--- config.mk ---
export PLATFORM = sky130hd
export DESIGN_NAME = spi_master_transfer
export DESIGN_NICKNAME = d
export VERILOG_FILES = /design/src/rtl/core/smt_pkg.sv /design/src/rtl/core/spi_master_transfer.sv
export SDC_FILE = /design/constraint.sdc
export NUM_CORES = 1
export LEC_CHECK = 0
export ABC_AREA = 1
export BUFFER_PORTS_ARGS = -buffer_cell sky130_fd_sc_hd__buf_2
export CORE_ASPECT_RATIO = 1.75
export CORE_MARGIN = 10
export CORE_UTILIZATION = 45
export DETAILED_ROUTE_END_ITERATION = 8
export PLACE_DENSITY = 0.65
export SETUP_SLACK_MARGIN = 0.5
export SLEW_MARGIN = 20
export SYNTH_ARGS = -nofsm -noshare
export SYNTH_HDL_FRONTEND = slang
export SYNTH_SLANG_ARGS = --single-unit
export TNS_END_PERCENT = 100
--- constraint.sdc ---
create_clock -name clk -period 5.07 [get_ports clk]
set_input_delay 0.7605 -clock clk [delete_from_list [all_inputs] [get_ports clk]]
set_output_delay 0.7605 -clock clk [all_outputs]
set_load 0.02 [all_outputs]
--- src/rtl/core/smt_pkg.sv ---
// Shared types and constants for the SPI master transfer block.
// No dependencies; used by spi_master_transfer, smt_checker and the testbench.
`default_nettype none

package smt_pkg;

    localparam int CFG_IDX_W  = 3;
    localparam int CFG_DATA_W = 8;
    localparam int LEN_W      = 16;
    localparam int BYTE_W     = 8;
    localparam int BIT_CNT_W  = 3;

    localparam logic [BIT_CNT_W-1:0] BIT_LAST = 3'd7;

    // func field codes
    localparam logic FUNC_START = 1'b0;
    localparam logic FUNC_TICK  = 1'b1;

    // configuration register indexes
    typedef enum logic [CFG_IDX_W-1:0] {
        REG_SPI_MODE      = 3'd0,
        REG_MSB_FIRST     = 3'd1,
        REG_TOGGLE_SELECT = 3'd2,
        REG_DRIVE_MOSI    = 3'd3,
        REG_SAMPLE_MISO   = 3'd4
    } cfg_reg_t;

    // one result beat
    typedef struct packed {
        logic              sclk;
        logic              mosi;
        logic              select_n;
        logic              need_tx;
        logic [BYTE_W-1:0] rx_byte;
        logic              rx_valid;
        logic              rx_last;
        logic              busy_res;
    } result_t;

endpackage

`default_nettype wire

--- src/rtl/core/spi_master_transfer.sv ---
// SPI master, modes 0 to 3, one item per half bit period.
// The result beat of an item is registered and shown in the cycle after it is accepted.
// Throughput: one item per cycle; the result register is the only stage, so a
// new beat is taken whenever the result register is empty or being drained.
// Reset: all control state cleared, select high, config back to mode 0 MSB-first with all flags set.
// Depends on smt_pkg.
`default_nettype none

module spi_master_transfer (
    input  wire logic                           clk,
    input  wire logic                           rst_n,
    // configuration write channel
    input  wire logic                           cfg_valid,
    output logic                                cfg_ready,
    input  wire logic [smt_pkg::CFG_IDX_W-1:0]  cfg_index,
    input  wire logic [smt_pkg::CFG_DATA_W-1:0] cfg_data,
    // input channel
    input  wire logic                           in_valid,
    output logic                                in_ready,
    input  wire logic                           func,
    input  wire logic [smt_pkg::LEN_W-1:0]      read_len,
    input  wire logic [smt_pkg::LEN_W-1:0]      write_len,
    input  wire logic [smt_pkg::BYTE_W-1:0]     tx_byte,
    input  wire logic                           miso,
    // result channel
    output logic                                out_valid,
    input  wire logic                           out_ready,
    output logic                                sclk,
    output logic                                mosi,
    output logic                                select_n,
    output logic                                need_tx,
    output logic [smt_pkg::BYTE_W-1:0]          rx_byte,
    output logic                                rx_valid,
    output logic                                rx_last,
    output logic                                busy_res
);

    // configuration
    logic [1:0] spi_mode_reg;
    logic       msb_first_reg;
    logic       toggle_select_reg;
    logic       drive_mosi_reg;
    logic       sample_miso_reg;

    // transfer state
    logic                            active_reg,      active_next;
    logic                            half_phase_reg,  half_phase_next;
    logic [smt_pkg::BIT_CNT_W-1:0]   bit_count_reg,   bit_count_next;
    logic [smt_pkg::LEN_W-1:0]       reads_left_reg,  reads_left_next;
    logic [smt_pkg::LEN_W-1:0]       writes_left_reg, writes_left_next;
    logic [smt_pkg::BYTE_W-1:0]      tx_shift_reg,    tx_shift_next;
    logic [smt_pkg::BYTE_W-1:0]      rx_shift_reg,    rx_shift_next;
    logic                            clock_level_reg, clock_level_next;
    logic                            data_out_reg,    data_out_next;
    logic                            select_reg,      select_next;

    // result register
    logic             out_valid_reg;
    smt_pkg::result_t result_reg, result_next;

    logic accept;

    assign cfg_ready = 1'b1;
    assign in_ready  = !out_valid_reg || out_ready;
    assign accept    = in_valid && in_ready;

    always_ff @(posedge clk or negedge rst_n)
    begin
        if (!rst_n)
        begin
            spi_mode_reg      <= 2'd0;
            msb_first_reg     <= 1'b1;
            toggle_select_reg <= 1'b1;
            drive_mosi_reg    <= 1'b1;
            sample_miso_reg   <= 1'b1;
        end
        else if (cfg_valid && cfg_ready)
        begin
            case (cfg_index)
                smt_pkg::REG_SPI_MODE:      spi_mode_reg      <= cfg_data[1:0];
                smt_pkg::REG_MSB_FIRST:     msb_first_reg     <= cfg_data[0];
                smt_pkg::REG_TOGGLE_SELECT: toggle_select_reg <= cfg_data[0];
                smt_pkg::REG_DRIVE_MOSI:    drive_mosi_reg    <= cfg_data[0];
                smt_pkg::REG_SAMPLE_MISO:   sample_miso_reg   <= cfg_data[0];
                default:                    ;
            endcase
        end
    end

    // one item's step
    always_comb
    begin
        logic                          cpol;
        logic                          cpha;
        logic [smt_pkg::BIT_CNT_W-1:0] pos;
        logic [smt_pkg::BYTE_W-1:0]    tx_v;
        logic [smt_pkg::BYTE_W-1:0]    rx_v;
        logic [smt_pkg::LEN_W-1:0]     reads_v;
        logic                          rvalid;
        logic                          rlast;
        logic [smt_pkg::BYTE_W-1:0]    rbyte;

        cpol = spi_mode_reg[1];
        cpha = spi_mode_reg[0];
        pos  = msb_first_reg ? ~bit_count_reg : bit_count_reg;
        tx_v    = tx_shift_reg;
        rx_v    = rx_shift_reg;
        reads_v = reads_left_reg;
        rvalid  = 1'b0;
        rlast   = 1'b0;
        rbyte   = '0;

        active_next      = active_reg;
        half_phase_next  = half_phase_reg;
        bit_count_next   = bit_count_reg;
        reads_left_next  = reads_left_reg;
        writes_left_next = writes_left_reg;
        tx_shift_next    = tx_shift_reg;
        rx_shift_next    = rx_shift_reg;
        clock_level_next = clock_level_reg;
        data_out_next    = data_out_reg;
        select_next      = select_reg;

        if (func == smt_pkg::FUNC_START)
        begin
            reads_left_next  = read_len;
            writes_left_next = write_len;
            half_phase_next  = 1'b0;
            bit_count_next   = '0;
            tx_shift_next    = '0;
            rx_shift_next    = '0;
            clock_level_next = cpol;
            active_next      = (read_len != '0) || (write_len != '0);
            if (toggle_select_reg)
                select_next = !active_next;
        end
        else if (active_reg)
        begin
            if (!half_phase_reg)
            begin
                // leading half: new byte slot loads the shifter
                if (bit_count_reg == '0)
                begin
                    if (writes_left_reg != '0)
                    begin
                        tx_v             = tx_byte;
                        writes_left_next = writes_left_reg - 16'd1;
                    end
                    else
                        tx_v = '0;
                    rx_v = '0;
                end
                if (drive_mosi_reg)
                    data_out_next = tx_v[pos];
                if (!cpha && sample_miso_reg)
                    rx_v[pos] = miso;
                clock_level_next = ~cpol;
                half_phase_next  = 1'b1;
                tx_shift_next    = tx_v;
                rx_shift_next    = rx_v;
            end
            else
            begin
                // trailing half: clock back to idle, CPHA 1 samples here
                if (cpha && sample_miso_reg)
                    rx_v[pos] = miso;
                rx_shift_next    = rx_v;
                clock_level_next = cpol;
                half_phase_next  = 1'b0;
                if (bit_count_reg == smt_pkg::BIT_LAST)
                begin
                    bit_count_next = '0;
                    if (reads_v != '0)
                    begin
                        rvalid  = 1'b1;
                        rbyte   = rx_v;
                        rlast   = (reads_v == 16'd1);
                        reads_v = reads_v - 16'd1;
                    end
                    reads_left_next = reads_v;
                    if (reads_v == '0 && writes_left_reg == '0)
                    begin
                        active_next = 1'b0;
                        if (toggle_select_reg)
                            select_next = 1'b1;
                    end
                end
                else
                    bit_count_next = bit_count_reg + 3'd1;
            end
        end

        result_next.sclk     = clock_level_next;
        result_next.mosi     = data_out_next;
        result_next.select_n = select_next;
        result_next.need_tx  = active_next && !half_phase_next &&
                               (bit_count_next == '0) && (writes_left_next != '0);
        result_next.rx_byte  = rbyte;
        result_next.rx_valid = rvalid;
        result_next.rx_last  = rlast;
        result_next.busy_res = active_next;
    end

    always_ff @(posedge clk or negedge rst_n)
    begin
        if (!rst_n)
        begin
            active_reg      <= 1'b0;
            half_phase_reg  <= 1'b0;
            bit_count_reg   <= '0;
            reads_left_reg  <= '0;
            writes_left_reg <= '0;
            tx_shift_reg    <= '0;
            rx_shift_reg    <= '0;
            clock_level_reg <= 1'b0;
            data_out_reg    <= 1'b0;
            select_reg      <= 1'b1;
        end
        else if (accept)
        begin
            active_reg      <= active_next;
            half_phase_reg  <= half_phase_next;
            bit_count_reg   <= bit_count_next;
            reads_left_reg  <= reads_left_next;
            writes_left_reg <= writes_left_next;
            tx_shift_reg    <= tx_shift_next;
            rx_shift_reg    <= rx_shift_next;
            clock_level_reg <= clock_level_next;
            data_out_reg    <= data_out_next;
            select_reg      <= select_next;
        end
    end

    always_ff @(posedge clk or negedge rst_n)
    begin
        if (!rst_n)
            out_valid_reg <= 1'b0;
        else if (accept)
            out_valid_reg <= 1'b1;
        else if (out_ready)
            out_valid_reg <= 1'b0;
    end

    always_ff @(posedge clk)
    begin
        if (accept)
            result_reg <= result_next;
    end

    assign out_valid = out_valid_reg;
    assign sclk      = result_reg.sclk;
    assign mosi      = result_reg.mosi;
    assign select_n  = result_reg.select_n;
    assign need_tx   = result_reg.need_tx;
    assign rx_byte   = result_reg.rx_byte;
    assign rx_valid  = result_reg.rx_valid;
    assign rx_last   = result_reg.rx_last;
    assign busy_res  = result_reg.busy_res;

endmodule

`default_nettype wire

==> out/qor.yml <==
endpoint: "need_tx"
syn_avg_cell_area_sq_um: 7.10
synthesis.nets: 830
finalNetCount: 890
via_per_inst: 5.53
yosys_warnings: 0
clockRootBuffer: "clkbuf_16"
crit_required_ns: 5.17
clkTransAtPathRegs_ns: 0.07
worstSetupEndpointType: "flip-flop"
numCtsBuffers: 9
cp-startpoint: "bit_count_reg[0]"
syn-cell-area_sq_um: 5430
drc: 0
rsz0062_at_grt: "no"
maxCapViolations: 0
overflow: 0
synth_cell_types: 43
synth_flop_cell: "dfrtp_1"
grtUsageTotal_pct: 18.7
fin_util_pct: 52.1
final_max_slew_viol_count: 0
ant_nets: 0
finalCriticalPeriod_ns: 2.68
status: "completed"
wire_per_inst_um: 15.8
syn-instance-count: 765
power_density_nw_per_um2: 381
fmax_mhz: 373
skew_ns: 0.00940
rrSetupSlack_ns: 2.39
diodes: 0
clk_path_buf_depth: 2
instances_no_fill: 967
pwr-share-comb_pct: 31.0
num_rows: 53
grt_pass1_vias: 5471
p_leak_nw: 2.91
grt_max_degree: 64
pwr-share-clk_pct: 33.0
switching_share_pct: 37.3
drive_above_1_share_pct: 18.4
initialDrtViolationCount: 255
yosysSeqAreaShare_pct: 37.5
crit_fanout: 16
min_path_type: "reg2reg"
cts_tree: "built"
coreArea_sq_um: 11900
yosys_register_bits: 78
max_slew_margin_pct: 43.4
wirelength_um: 15300
peakVddDrop_mv: 0.203
hold_viol: 0
tightest_slew_ns: 0.849
worstReg2RegStart: "bit_count_reg[0]"
synth_edf_count: 15
antenna_found_initial: 0
switching_power_mw: 0.883
die_area_sq_um: 17000
port_buffers: 68
die_x_um: 103
setup_tns_ns: 0
ff2ff_path_depth: 15
grt_pass1_wl_um: 25400
clock_latency_ns: 0.35
initial_core_util_pct: 45.5
r2r-end: "need_tx"
syn2layout_area_growth_pct: 14.6
clock_sinks: 78
gp_congestion: 0.894
crit_type: "reg2reg"
post_cts_buffers: 0
io_pins: 76
num_vias: 5348
cts-resized-gates: 0
start_kind: "flip-flop"
timing.final.crit_share_pct: 52.9
dp_hpwl_um: 11500
fp.dieH_um: 165
intPower_mw: 1.48
setup_viol: 0
postCtsHoldBufs: 0
p_seq_share_pct: 36.1
crit_arrival_ns: 2.78
dp_cells: 951
synthArstFlopShare_pct: 80.8
drtPass1Iterations: 5
htree_num_levels: 3
==> cell usage after synthesis (11+ instances only) <==
cell      instances  area (sq um)
inv_1            89           334
dfrtp_1          58          1450
nand2_1         174           653
nand3_1          71           355
nor2_2           11          68.8
o22ai_1          21           131
o21ai_0          64           320
o211ai_1         13          97.6
edfxtp_1         15           450
a21oi_1          20           100
nor2_1           84           315
clkbuf_1         11          41.3
==> worst min-delay path by stage <==
stage	startpoint	to	cells after the start
floorplan	data_out_reg	data_out_reg	2
global placement	data_out_reg	data_out_reg	2
detailed placement	data_out_reg	data_out_reg	2
CTS	select_reg	select_reg	2
global route	select_reg	select_reg	2
finish	select_reg	select_reg	2
==> cell type report <==
class                           instances  area (sq um)
Clock inverter                          7           128
Tap cell                              137           171
Timing Repair Buffer                   74           385
Multi-Input combinational cell        564          2910
Sequential cell                        78          2030
Fill cell                            1189          5720
Clock buffer                            9           225
Inverter                               98           368
==> critical path, cell delays in order, from the launching register on <==
cell and delay [ns]:
dfrtp_1 0.41, inv_1 0.13, ha_1 0.16, inv_1 0.06, nor2_4 0.34, nand3_2 0.18, nor2_4 0.19, nand4_1 0.19
nand2_1 0.12, nand3_1 0.08, o21ai_1 0.12, nand2_1 0.07, nor2_1 0.12, nand2_1 0.10, nor2_1 0.11, nor2_1 0.05
==> power groups by stage <==
stage / Sequential, mW / Clock, mW / Combinational [mW]
6_report: 0.854 / 0.780 / 0.733
5_1_grt: 0.870 / 0.816 / 0.837
4_1_cts: 0.853 / 0.790 / 0.734
3_5_place_dp: 0.864 / 0 / 0.731
3_3_place_gp: 0.861 / 0 / 0.710
2_1_floorplan: 0.845 / 0 / 0.553
==> metal layers <==
metal	vias to the layer above	wire, um	global-route usage (%)
met5	-	0	0
li1	2657	-	-
met1	2502	5880	19.9
met2	151	8060	33.8
met4	0	619	10.0
met3	38	688	3.17
==> per-stage QoR <==
stage | worst slack [ns] | power [mW] | instance area, sq um | hold slack (ns)
finish | 2.39 | 2.37 | 6220 | 0.489
global route | 2.00 | 2.52 | 6220 | 0.502
CTS | 2.38 | 2.38 | 6220 | 0.491
detailed placement | 2.26 | 1.60 | 5870 | 0.478
global placement | 2.27 | 1.57 | 5860 | 0.463
floorplan | 2.98 | 1.40 | 5430 | 0.449
==> placed cells by master (no fill, tap or decap), drive strengths merged, types with 13 or more instances in the layout <==
master  count
nand3      77
o211ai     13
inv        99
a21oi      22
nand2     184
o21ai      74
buf        74
o22ai      21
dfrtp      58
edfxtp     15
nor2      104
==> kinds of logic (layout without fill, tap and decap cells) <==
logic type,Yosys count,count (layout),share of synthesized area [%]
compound gates,141,141,14.8
xor+xnor,7,7,1.13
fa+ha+maj,7,7,1.61
buf+inv,123,188,9.17
flops,78,78,37.5
mux,6,6,1.13
other cells,1,1,0.0691
simple gates,402,402,34.6
No activity file was read; power rests on OpenSTA's default activity.
